## src/sv/tfr_pkg.sv

```systemverilog
package tfr_pkg;

    localparam logic [7:0] HEADER_BYTE = 8'hFF;
    localparam logic [7:0] SUM_TARGET  = 8'hFF;
    localparam logic [7:0] KIND_MIN    = 8'd1;
    localparam logic [7:0] KIND_MAX    = 8'd10;

    // One queued result: everything the output side needs for one payload byte.
    typedef struct packed {
        logic [3:0] kind;
        logic [7:0] payload;
        logic [3:0] index;
        logic       last;
    } entry_t;

    // Parser to queue: a tentative write, and the verdict on the frame.
    typedef struct packed {
        logic   wr_en;
        logic   commit;
        logic   abort;
        entry_t entry;
    } wr_ctl_t;

    // Fixed frame length of each type; zero marks a type that does not exist.
    function automatic logic [3:0] kind_length(input logic [3:0] kind);
        logic [3:0] len;
        unique case (kind)
            4'd1:    len = 4'd8;
            4'd2:    len = 4'd3;
            4'd3:    len = 4'd3;
            4'd4:    len = 4'd3;
            4'd5:    len = 4'd3;
            4'd6:    len = 4'd3;
            4'd7:    len = 4'd3;
            4'd8:    len = 4'd3;
            4'd9:    len = 4'd14;
            4'd10:   len = 4'd3;
            default: len = 4'd0;
        endcase
        return len;
    endfunction

endpackage

```

## src/sv/tfr_front.sv

```systemverilog
module tfr_front
    import tfr_pkg::*;
(
    input  logic       clk,
    input  logic       rst_n,
    input  logic       in_valid,
    output logic       in_ready,
    input  logic [7:0] in_byte,
    input  logic       queue_full,
    output wr_ctl_t    wr
);

    typedef enum logic [4:0] {
        ST_HUNT  = 5'b00001,
        ST_KIND  = 5'b00010,
        ST_LEN   = 5'b00100,
        ST_DATA  = 5'b01000,
        ST_CHECK = 5'b10000
    } state_t;

    state_t     state_reg, state_next;
    logic [3:0] kind_reg, kind_next;
    logic [3:0] taken_reg, taken_next;
    logic [7:0] sum_reg, sum_next;

    logic [3:0] len;
    logic       accept;
    logic       data_done;

    assign len       = kind_length(kind_reg);
    // Payload bytes wait only when the queue has no room for them.
    assign in_ready  = !((state_reg == ST_DATA) && queue_full);
    assign accept    = in_valid && in_ready;
    assign data_done = ({1'b0, taken_reg} + 5'd2) >= {1'b0, len};

    always_comb
    begin
        state_next     = state_reg;
        kind_next      = kind_reg;
        taken_next     = taken_reg;
        sum_next       = sum_reg;
        wr.wr_en       = 1'b0;
        wr.commit      = 1'b0;
        wr.abort       = 1'b0;
        wr.entry.kind    = kind_reg;
        wr.entry.payload = in_byte;
        wr.entry.index   = taken_reg;
        wr.entry.last    = data_done;
        if (accept)
        begin
            unique case (state_reg)
                ST_KIND:
                begin
                    if ((in_byte >= KIND_MIN) && (in_byte <= KIND_MAX))
                    begin
                        kind_next  = in_byte[3:0];
                        state_next = ST_LEN;
                    end
                    else
                    begin
                        state_next = ST_HUNT;
                    end
                end
                ST_LEN:
                begin
                    if ((len != 4'd0) && (in_byte == {4'd0, len}))
                    begin
                        taken_next = 4'd0;
                        sum_next   = {4'd0, kind_reg} + {4'd0, len};
                        state_next = ST_DATA;
                    end
                    else
                    begin
                        state_next = ST_HUNT;
                    end
                end
                ST_DATA:
                begin
                    wr.wr_en   = 1'b1;
                    taken_next = taken_reg + 4'd1;
                    sum_next   = sum_reg + in_byte;
                    if (data_done)
                    begin
                        state_next = ST_CHECK;
                    end
                end
                ST_CHECK:
                begin
                    if ((sum_reg + in_byte) == SUM_TARGET)
                    begin
                        wr.commit = 1'b1;
                    end
                    else
                    begin
                        wr.abort = 1'b1;
                    end
                    taken_next = 4'd0;
                    state_next = ST_HUNT;
                end
                default:
                begin
                    state_next = (in_byte == HEADER_BYTE) ? ST_KIND : ST_HUNT;
                end
            endcase
        end
    end

    always_ff @(posedge clk or negedge rst_n)
    begin
        if (!rst_n)
        begin
            state_reg <= ST_HUNT;
            kind_reg  <= 4'd0;
            taken_reg <= 4'd0;
            sum_reg   <= 8'd0;
        end
        else
        begin
            state_reg <= state_next;
            kind_reg  <= kind_next;
            taken_reg <= taken_next;
            sum_reg   <= sum_next;
        end
    end

endmodule

```

## src/sv/tfr_queue.sv

```systemverilog
module tfr_queue
    import tfr_pkg::*;
#(
    parameter int DEPTH = 16
)
(
    input  logic    clk,
    input  logic    rst_n,
    input  wr_ctl_t wr,
    output logic    full,
    output logic    avail,
    input  logic    pop,
    output entry_t  rd_data
);

    localparam int AW = (DEPTH > 1) ? $clog2(DEPTH) : 1;
    localparam int CW = $clog2(DEPTH + 1);
    localparam logic [AW-1:0] LAST_PTR = AW'(DEPTH - 1);
    localparam logic [CW-1:0] FULL_CNT = CW'(DEPTH);

    entry_t mem [DEPTH];

    logic [AW-1:0] wr_ptr_reg, wr_ptr_next;
    logic [AW-1:0] commit_ptr_reg, commit_ptr_next;
    logic [AW-1:0] rd_ptr_reg, rd_ptr_next;
    logic [CW-1:0] used_reg, used_next;
    logic [3:0]    tent_reg, tent_next;
    entry_t        rd_data_reg;

    // Entries written since the last verdict are tentative: visible to the
    // parser's fill level but not to the reader until the frame is committed.
    assign full    = (used_reg == FULL_CNT);
    assign avail   = (used_reg != CW'(tent_reg));
    assign rd_data = rd_data_reg;

    function automatic logic [AW-1:0] ptr_inc(input logic [AW-1:0] p);
        return (p == LAST_PTR) ? '0 : p + AW'(1);
    endfunction

    always_comb
    begin
        wr_ptr_next     = wr_ptr_reg;
        commit_ptr_next = commit_ptr_reg;
        rd_ptr_next     = pop ? ptr_inc(rd_ptr_reg) : rd_ptr_reg;
        tent_next       = tent_reg;
        used_next       = used_reg + CW'(wr.wr_en) - CW'(pop);
        if (wr.wr_en)
        begin
            wr_ptr_next = ptr_inc(wr_ptr_reg);
            tent_next   = tent_reg + 4'd1;
        end
        if (wr.commit)
        begin
            commit_ptr_next = wr_ptr_reg;
            tent_next       = 4'd0;
        end
        if (wr.abort)
        begin
            wr_ptr_next = commit_ptr_reg;
            tent_next   = 4'd0;
            used_next   = used_reg - CW'(tent_reg) - CW'(pop);
        end
    end

    always_ff @(posedge clk or negedge rst_n)
    begin
        if (!rst_n)
        begin
            wr_ptr_reg     <= '0;
            commit_ptr_reg <= '0;
            rd_ptr_reg     <= '0;
            used_reg       <= '0;
            tent_reg       <= 4'd0;
        end
        else
        begin
            wr_ptr_reg     <= wr_ptr_next;
            commit_ptr_reg <= commit_ptr_next;
            rd_ptr_reg     <= rd_ptr_next;
            used_reg       <= used_next;
            tent_reg       <= tent_next;
        end
    end

    always_ff @(posedge clk)
    begin
        if (wr.wr_en)
        begin
            mem[wr_ptr_reg] <= wr.entry;
        end
        if (pop)
        begin
            rd_data_reg <= mem[rd_ptr_reg];
        end
    end

    a_no_write_when_full : assert property (@(posedge clk) disable iff (!rst_n)
        wr.wr_en |-> !full)
        else $error("payload write into a full queue");

    a_pop_only_committed : assert property (@(posedge clk) disable iff (!rst_n)
        pop |-> avail)
        else $error("read of an entry that is not committed");

    a_tent_within_used : assert property (@(posedge clk) disable iff (!rst_n)
        CW'(tent_reg) <= used_reg)
        else $error("tentative count exceeds queue fill");

    a_verdict_clears_tent : assert property (@(posedge clk) disable iff (!rst_n)
        (wr.commit || wr.abort) |=> (tent_reg == 4'd0))
        else $error("tentative entries left after frame verdict");

endmodule

```

## src/sv/tfr_back.sv

```systemverilog
module tfr_back
    import tfr_pkg::*;
(
    input  logic   clk,
    input  logic   rst_n,
    input  logic   avail,
    output logic   pop,
    input  entry_t rd_data,
    output logic   out_valid,
    input  logic   out_ready,
    output entry_t out_entry
);

    logic   pend_reg;
    logic   out_valid_reg;
    entry_t out_entry_reg;
    logic   out_fire;

    assign out_fire  = out_valid_reg && out_ready;
    // Read ahead only when the output register will be free once the data lands.
    assign pop       = avail && !pend_reg && (!out_valid_reg || out_fire);
    assign out_valid = out_valid_reg;
    assign out_entry = out_entry_reg;

    always_ff @(posedge clk or negedge rst_n)
    begin
        if (!rst_n)
        begin
            pend_reg      <= 1'b0;
            out_valid_reg <= 1'b0;
        end
        else
        begin
            pend_reg <= pop;
            if (pend_reg)
            begin
                out_valid_reg <= 1'b1;
            end
            else if (out_fire)
            begin
                out_valid_reg <= 1'b0;
            end
        end
    end

    always_ff @(posedge clk)
    begin
        if (pend_reg)
        begin
            out_entry_reg <= rd_data;
        end
    end

endmodule

```

## src/sv/typed_frame_receiver.sv

```systemverilog
// Channel   | Direction | Signals                         | Contents
// ----------+-----------+---------------------------------+-------------------------------------
// s_axis    | in        | tvalid, tready, tdata[7:0]      | rx_byte
// m_axis    | out       | tvalid, tready, tdata[15:0],    | tdata: payload_byte, byte_index,
//           |           | tuser[3:0], tlast               | zero pad; tuser: frame_kind;
//           |           |                                 | tlast: last_byte
//
// The input side takes one byte per cycle. It stalls only on payload bytes,
// and only while the result queue holds MAX_PAYLOAD entries.
// Results leave through a registered queue read that feeds the output register;
// a new queue read does not start while the previous one is still landing.
// Reset is asynchronous and active low; the parser returns to the header hunt
// and the queue empties. The queue memory itself is not cleared.
// Output stalls back up into the queue, and into the input only on payload bytes;
// the parser keeps taking header, type, length and checksum bytes regardless.
module typed_frame_receiver
    import tfr_pkg::*;
#(
    parameter int MAX_PAYLOAD = 16
)
(
    input  logic        clk,
    input  logic        rst_n,
    input  logic        s_axis_tvalid,
    output logic        s_axis_tready,
    input  logic [7:0]  s_axis_tdata,   // [7:0] rx_byte
    output logic        m_axis_tvalid,
    input  logic        m_axis_tready,
    output logic [15:0] m_axis_tdata,   // [7:0] payload_byte, [11:8] byte_index, [15:12] zero
    output logic [3:0]  m_axis_tuser,   // [3:0] frame_kind
    output logic        m_axis_tlast
);

    // Front end: the parser checks header, type, length and checksum, and writes
    // each payload byte into the queue tentatively as it arrives.
    wr_ctl_t wr;
    logic    queue_full;
    logic    queue_avail;
    logic    pop;
    entry_t  rd_data;
    entry_t  out_entry;

    tfr_front u_front (
        .clk        (clk),
        .rst_n      (rst_n),
        .in_valid   (s_axis_tvalid),
        .in_ready   (s_axis_tready),
        .in_byte    (s_axis_tdata),
        .queue_full (queue_full),
        .wr         (wr)
    );

    // A good checksum commits the frame's entries to the reader; a bad one
    // rolls the write pointer back so the frame is never seen.
    tfr_queue #(
        .DEPTH (MAX_PAYLOAD)
    ) u_queue (
        .clk     (clk),
        .rst_n   (rst_n),
        .wr      (wr),
        .full    (queue_full),
        .avail   (queue_avail),
        .pop     (pop),
        .rd_data (rd_data)
    );

    // Back end: drains committed entries into the output register.
    tfr_back u_back (
        .clk       (clk),
        .rst_n     (rst_n),
        .avail     (queue_avail),
        .pop       (pop),
        .rd_data   (rd_data),
        .out_valid (m_axis_tvalid),
        .out_ready (m_axis_tready),
        .out_entry (out_entry)
    );

    assign m_axis_tdata = {4'd0, out_entry.index, out_entry.payload};
    assign m_axis_tuser = out_entry.kind;
    assign m_axis_tlast = out_entry.last;

endmodule

```

## config.mk

```make
export PLATFORM = sky130hd
export DESIGN_NAME = typed_frame_receiver
export DESIGN_NICKNAME = d
export VERILOG_FILES = /design/src/sv/tfr_pkg.sv /design/src/sv/tfr_front.sv /design/src/sv/tfr_queue.sv /design/src/sv/tfr_back.sv /design/src/sv/typed_frame_receiver.sv
export SDC_FILE = /design/constraint.sdc
export NUM_CORES = 1
export LEC_CHECK = 0
export BUFFER_PORTS_ARGS = -buffer_cell sky130_fd_sc_hd__buf_2
export CAP_MARGIN = 20
export CORE_MARGIN = 2
export CORE_UTILIZATION = 41
export CTS_BUF_LIST = sky130_fd_sc_hd__clkbuf_8
export CTS_CLUSTER_DIAMETER = 120
export DETAILED_ROUTE_END_ITERATION = 6
export PLACE_DENSITY = 0.54
export SKIP_CTS_REPAIR_TIMING = 1
export SYNTH_ARGS = -nofsm -noshare
export SYNTH_HDL_FRONTEND = slang
export SYNTH_SLANG_ARGS = --single-unit
```

## constraint.sdc

```tcl
create_clock -name clk -period 7.1 [get_ports clk]
set_input_delay 0.71 -clock clk [delete_from_list [all_inputs] [get_ports clk]]
set_output_delay 0.71 -clock clk [all_outputs]
set_load 0.1 [all_outputs]
```

==> impl_metrics.py, run 1 <==
metrics = {
    "placed_design": {
        "gpl_wtd_cong": 0.7761,
        "io_buffers": 30,
        "dpl.cell_count": 1388,
        "dp.final_hpwl_um": 19140,
    },
    "sta": {
        "finalSetupTns_ns": 0,
        "max_freq_ghz": 0.2753,
        "post-route-min-period_ns": 3.632,
        "grt_setup_unrepaired": "no",
        "worst_slew_margin_rel_pct": 29.59,
        "min_period_over_period_pct": 51.16,
        "setup-violations-final": 0,
        "worstMarginPinSlew_ns": 1.056,
        "finalMaxSlewViolations": 0,
        "hold_violations": 0,
        "worst_case_hold_slack_ns": 0.3566,
        "fin_worst_skew_ns": 0.01708,
    },
    "clock_network": {
        "cts_tree": "yes",
        "insertion_delay_of_the_later_clocked_pin_in_the_worst_skew_pair_ns": 0.60,
        "cts_inserted_buffers": 58,
        "worst_setup_hold_path_clk_slew_ns": 0.06,
        "ctsHtreeMaxLevel": 2,
        "cts_root_buf": "clkbuf_8",
        "clock_tree.buffer_depth": 3,
        "clock_sinks": 350,
    },
    "logic_synthesis": {
        "ys_seq_elements": 350,
        "yosys-top-cells-count": "edfxtp_1, mux2i_1, nand2_1",
        "ys_types": 65,
        "synth_top_cell_by_area": "edfxtp_1",
        "synthTopCellsByArea": "edfxtp_1, dfrtp_1, mux4_2, mux2i_1, ha_1",
        "yosysTopAreaCellShare_pct": 62.01,
        "yosysSeqAreaShare_pct": 69.44,
        "synth_most_common_cell": "edfxtp_1",
        "syn-cell-area_sq_um": 14820,
        "synth_top_flop_cell": "edfxtp_1",
        "yosysWarnings": 0,
        "syn_avg_cell_area_sq_um": 16.06,
        "postSynth.asyncResetShare_pct": 12.57,
        "synthesis.instances": 923,
        "synth_edf_count": 306,
    },
    "die": {
        "design.core.area_sq_um": 35570,
        "die_w_um": 194.1,
        "initial_standard_cell_utilization_of_the_core_pct": 41.66,
        "num_io_pins": 35,
        "dieArea_sq_um": 37680,
        "num_rows": 69,
        "die_h_um": 194.1,
    },
    "worst_setup_path": {
        "worst_setup_path_end_kind": "flip-flop",
        "arrival_ns": 4.11,
        "timing.critical_path.depth": 17,
        "number_of_buffers_and_inverters_on_the_critical_path": 4,
        "timing.critical_path.required_ns": 7.58,
        "critical-path-max-stage-delay_ns": 0.49,
        "critPathMaxFanout": 16,
        "worstRegToRegCells": 17,
        "critical_path.top_delay_family": "simple AND/OR/NAND/NOR gates",
        "cp-start-kind": "flip-flop",
        "crit_path_top_delay_cell": "nand3_1",
        "criticalPathCategory": "reg -> reg",
        "cell_type_with_the_highest_occurrence_count_on_the_critical_path": "inv_1",
        "crit_chain": "inv_1 > ha_1 > nor4bb_1 > nand3_2 > and2_1 > nand3_1 > inv_2 > ha_1 > inv_1 > fa_1 > inv_1 > a21oi_1 > nor2_1 > nor2_1 > xnor2_1 > mux2i_1 > xnor2_1",
    },
    "pwr": {
        "ir_worst_vdd_mv": 0.3640,
        "p_per_area_nw_per_um2": 351.3,
        "leakage_nw": 5.930,
    },
    "final_layout": {
        "num-fill-cells": 3122,
        "max_ffs_per_register": 272,
        "layout.cells.non_filler": 1495,
        "layout-area-overhead-vs-synth_pct": 12.07,
        "layout-drive-gt1-share_pct": 19.17,
        "nets": 1040,
    },
    "global_routing": {
        "global_route_usage_over_all_layers_pct": 17.28,
        "number_of_global_route_vias_before_repair": 8140,
        "globalRouteOverflowTotal": 0,
        "initial_antenna_violation_count": 0,
        "grt_pass1_wl_um": 49070,
        "largest_net_degree_at_the_start_of_global_routing": 53,
    },
    "route": {
        "drt_pre_antenna_iters": 5,
        "vias_per_cell": 5.307,
        "final_antenna_net_count": 0,
        "route.detailed.wl_per_inst_um": 21.50,
        "final_wl_um": 32140,
        "drc": 0,
        "initialDrtViolationCount": 493,
        "vias": 7934,
    },
    "job": {
        "max_cap_violations": 0,
    },
    "min_path": {
        "worst_hold_path_type": "in -> reg",
        "timing.hold.worst_path_depth": 2,
    },
    "outcome": {
        "result_of_the_run": "finished, final reports clean",
    },
}
[cells in the final DEF (no fill, tap or decap), types with 5 or more instances in the layout]
cell	synthesis	routed
a21o_1	9	9
buf_4	5	16
and3_1	5	5
nand2_1	57	57
a221oi_1	18	18
mux2_2	22	22
ha_1	34	34
dfrtp_1	43	41
a21oi_1	43	43
clkinv_1	0	11
mux2i_1	60	60
fa_1	5	5
a22oi_1	17	17
buf_2	15	30
nor2_1	25	24
and2_1	15	15
xnor2_1	12	12
edfxtp_1	306	306
inv_1	40	61
nand3_1	8	8
xor2_1	10	10
mux4_2	34	34
o21ai_0	48	47
clkbuf_8	0	65
nand4_1	5	5
clkinv_2	0	5
[worst register-to-register path, delay by kind of cell (launching register included)]
family	cells	cell delay, ns
and+or+nand+nor	6	1.52
muxes	1	0.10
xor gates and xnor gates	2	0.28
adders and majority gates	3	0.64
AOI/OAI and AO/OA	1	0.11
DFF	1	0.36
buffers and inverters	4	0.51
[power by group]
group          internal [mW]  leakage, nW  switching [mW]
Sequential              2.42         3.15           0.152
Clock                  0.866        0.630           0.771
Combinational          0.558         2.15            1.06
[per-layer routing]
metal | global-route usage (%) | part of all wire (%) | up-vias | routed length, um
li1 | - | - | 3702 | -
met1 | 24.42 | 47 | 4031 | 15170
met2 | 27.68 | 47 | 149 | 15120
met3 | 3.079 | 4.0 | 52 | 1273
met4 | 4.742 | 1.8 | 0 | 578
met5 | 0 | 0 | - | 0
[per-stage QoR]
| stage | util (%) | setup slack (ns) | total power [mW] | area [sq um] |
|---|---|---|---|---|
| 2_1_floorplan | - | 3.380 | 3.828 | 14830 |
| 3_3_place_gp | 43.49 | 3.412 | 4.246 | 15470 |
| 3_5_place_dp | 43.57 | 3.333 | 4.270 | 15500 |
| 4_1_cts | 46.60 | 3.322 | 5.916 | 16570 |
| 5_1_grt | 46.68 | 3.141 | 6.136 | 16600 |
| 6_report | 46.69 | 3.468 | 5.834 | 16610 |
[final cells by class]
| class | count | area, sq um | area share [%] |
|---|---|---|---|
| antenna | 1 | 2.502 | 0.01507 |
| clock buffer | 65 | 894.6 | 5.387 |
| clock inverter | 39 | 182.7 | 1.100 |
| inverter | 41 | 153.9 | 0.9267 |
| multi-input combinational | 489 | 4173 | 25.13 |
| sequential | 350 | 10300 | 62.00 |
| tap | 461 | 576.8 | 3.473 |
| timing repair buffer | 49 | 327.8 | 1.974 |
[cells by family (layout without fill, tap and decap cells)]
group	after synthesis	in the layout	share of synthesized area, %
AOI/OAI and AO/OA	165	165	7.295
xor gates and xnor gates	23	23	1.410
and+or+nand+nor	141	141	4.804
muxes	117	117	10.97
other	1	5	0.02530
buffers and inverters	87	194	2.508
DFF	350	350	69.44
adders and majority gates	39	39	3.546
[worst paths after layout]
path,endpoint,slack (ns),startpoint
max in group asynchronous,u_front.state_reg[0],6.10,rst_n
min in group asynchronous,u_queue.used_reg[3],0.48,rst_n
max reg2reg,u_queue.used_reg[4],3.47,u_queue.used_reg[3]
min reg2reg,u_back.out_entry[5],0.41,u_queue.rd_data[5]
min,u_front.state_reg[4],0.36,s_axis_tvalid
max,u_queue.used_reg[4],3.47,u_queue.used_reg[3]
No activity file was read; power rests on OpenSTA's default activity.
==> inputs of run 2 (changes only) <==
ABC_AREA = 1   (was default)
PLACE_DENSITY = 0.56   (was 0.54)
clock period = 3.02 ns   (was 7.1 ns; I/O delays follow)
==> impl_metrics.py, run 2 <==
metrics = {
    "worst_setup_path": {
        "critical_path.reg2reg.startpoint": "u_queue.used_reg[2]",
        "worstRegToRegCells": 13,
        "arrival_ns": 3.28,
        "crit-reg2reg-capture": "u_queue.used_reg[3]",
        "worst_setup_path_end_kind": "flip-flop",
        "ff2ff_setup_slack_ns": 0.30,
        "criticalPathCategory": "reg -> reg",
        "timing.critical_path.required_ns": 3.57,
        "critPathMaxFanout": 3,
        "cp-start-kind": "flip-flop",
    },
    "pwr": {
        "net_switching_power_mw": 5.622,
        "power.internal_mw": 8.981,
        "leakage_nw": 6.496,
        "total_power_mw": 14.60,
        "fraction_of_power_consumed_by_combinational_cells_pct": 34.1,
        "seqPwrFrac_pct": 40.4,
        "p_per_area_nw_per_um2": 862.2,
        "ir_worst_vdd_mv": 0.6310,
        "clkPwrFrac_pct": 25.5,
        "netSwitchingFraction_pct": 38.50,
    },
    "global_routing": {
        "grt_pass1_wl_um": 58070,
        "groute.layer.met1.usage_pct": 29.03,
        "number_of_global_route_vias_before_repair": 9705,
        "globalRouteMet3Util_pct": 3.974,
        "largest_net_degree_at_the_start_of_global_routing": 138,
        "globalRouteOverflowTotal": 0,
        "global_route_usage_over_all_layers_pct": 20.40,
        "grt_use_met2_pct": 31.28,
        "gr-max-usage-layer": "met2",
        "initial_antenna_violation_count": 1,
    },
    "logic_synthesis": {
        "yosysSeqAreaShare_pct": 68.95,
        "synthTopCellsByArea": "edfxtp_1, dfrtp_1, nand2_1, o21ai_0, ha_1",
        "synth_top_cell_by_area": "edfxtp_1",
        "syn-cell-area_sq_um": 14930,
        "synth_edf_count": 306,
        "syn_avg_cell_area_sq_um": 11.95,
        "synth_most_common_cell": "edfxtp_1",
        "synth_top_flop_cell": "edfxtp_1",
        "yosysTopAreaCellShare_pct": 61.56,
        "yosysWarnings": 0,
        "synthesis.instances": 1249,
        "yosys-top-cells-count": "edfxtp_1, nand2_1, o21ai_0",
        "ys_seq_elements": 350,
        "postSynth.asyncResetShare_pct": 12.57,
        "ys_types": 39,
    },
    "route": {
        "vias_per_cell": 5.336,
        "initialDrtViolationCount": 977,
        "route.detailed.wl_per_inst_um": 20.50,
        "drt_pre_antenna_iters": 5,
        "vias": 9818,
        "final_antenna_net_count": 0,
        "final_wl_um": 37730,
        "drc": 0,
    },
    "final_layout": {
        "nets": 1385,
        "antennaDiodeCount": 0,
        "finish.utilization_pct": 47.39,
        "max_ffs_per_register": 272,
        "mostFrequentLayoutCell": "edfxtp_1",
        "mostFrequentLayoutCells": "edfxtp_1, nand2_1, o21ai_0, inv_1, nor2_1",
        "layout-area-overhead-vs-synth_pct": 13.48,
        "layout-drive-gt1-share_pct": 13.71,
    },
    "sta": {
        "finalSetupTns_ns": 0,
        "finalMaxSlewViolations": 0,
        "hold_violations": 0,
        "setup-violations-final": 0,
        "fin_worst_skew_ns": 0.02182,
        "post-route-min-period_ns": 2.724,
        "worst_case_hold_slack_ns": 0.1333,
        "min_period_over_period_pct": 90.18,
        "grt_setup_unrepaired": "no",
        "max_freq_ghz": 0.3672,
        "worstMarginPinSlew_ns": 0.7641,
        "worst_slew_margin_rel_pct": 49.06,
    },
    "min_path": {
        "worst_hold_path_type": "in -> reg",
        "worst_hold_startpoint": "s_axis_tdata[7]",
        "holdPathEnd": "u_queue.mem[6][12]",
        "timing.hold.worst_path_depth": 1,
    },
    "die": {
        "dieArea_sq_um": 37950,
        "num_rows": 69,
        "initial_standard_cell_utilization_of_the_core_pct": 41.76,
        "num_io_pins": 35,
        "design.core.area_sq_um": 35740,
        "die_h_um": 194.8,
        "die_w_um": 194.8,
    },
    "clock_network": {
        "worst_setup_hold_path_clk_slew_ns": 0.06,
        "insertion_delay_of_the_later_clocked_pin_in_the_worst_skew_pair_ns": 0.63,
        "ctsHtreeMaxLevel": 2,
        "cts_tree": "yes",
        "cts_inserted_buffers": 57,
        "cts_root_buf": "clkbuf_8",
        "clock_tree.buffer_depth": 3,
        "clock_sinks": 350,
    },
    "job": {
        "max_cap_violations": 0,
    },
    "placed_design": {
        "dp.final_hpwl_um": 21430,
        "gpl_wtd_cong": 0.8253,
        "io_buffers": 30,
    },
    "outcome": {
        "result_of_the_run": "finished, final reports clean",
    },
}
[run 2: worst max-delay path by stage]
stage | startpoint | to | slack [ns] | cells past startpoint
after floorplan | u_queue.used_reg[2] | u_queue.used_reg[4] | 0.02 | 16
final | u_queue.used_reg[2] | u_queue.used_reg[3] | 0.30 | 13
after global placement | u_queue.used_reg[2] | u_queue.used_reg[4] | 0.18 | 16
after global routing | u_queue.used_reg[2] | u_queue.used_reg[4] | 0.07 | 16
after CTS | u_queue.used_reg[2] | u_queue.used_reg[4] | 0.06 | 16
after detailed placement | u_queue.used_reg[2] | u_queue.used_reg[4] | 0.07 | 16
[run 2: layout make-up]
type,count,area [sq um]
clock buffer,59,812.0
clock inverter,45,215.2
fill,3263,18800
inverter,78,299.0
multi-input combinational,764,4135
sequential,350,10300
tap,461,576.8
timing repair buffer,83,603.1
[run 2: kinds of logic (layout without fill, tap and decap cells)]
logic type	Yosys count	count (layout)	share of synthesized area (%)
flip-flops	350	350	68.95
XOR/XNOR	19	19	1.115
AO/OA/AOI/OAI	249	249	9.582
adder cells (fa/ha/maj)	39	39	3.521
AND/OR/NAND/NOR	453	453	12.98
buffers and inverters	138	265	3.831
other	1	4	0.02512
[run 2: routing by layer]
layer	up-vias	wire (um)
met1	4799	17290
met3	73	2469
li1	4641	-
met2	303	16870
met4	2	1082
met5	-	13
[run 2: through the flow]
| step | instance area [sq um] | worst slack, ns | instances |
|---|---|---|---|
| 2_1_floorplan | 14950 | 0.02032 | 1252 |
| 3_3_place_gp | 15870 | 0.1762 | 1732 |
| 3_5_place_dp | 15870 | 0.07114 | 1732 |
| 4_1_cts | 16890 | 0.05731 | 1836 |
| 5_1_grt | 16940 | 0.06759 | 1840 |
| 6_report | 16940 | 0.2965 | 1840 |
[run 2: worst max-delay path: stages, from the launching register on]
cell	delay, ns
dfrtp_1	0.38
inv_1	0.12
ha_1	0.28
inv_1	0.09
nor3_1	0.05
nand3_1	0.09
nand2_2	0.09
buf_4	0.16
fa_1	0.45
ha_1	0.29
a211oi_1	0.28
xnor2_1	0.17
nand3_1	0.13
nand2_1	0.09
[run 2: power by group through the flow]
stage | registers, mW | clock network (mW) | logic [mW]
2_1_floorplan | 6.83 | 0 | 2.60
3_3_place_gp | 5.99 | 0 | 4.88
3_5_place_dp | 6.00 | 0 | 4.94
4_1_cts | 5.90 | 3.82 | 4.95
5_1_grt | 5.94 | 4.03 | 5.47
6_report | 5.90 | 3.73 | 4.98
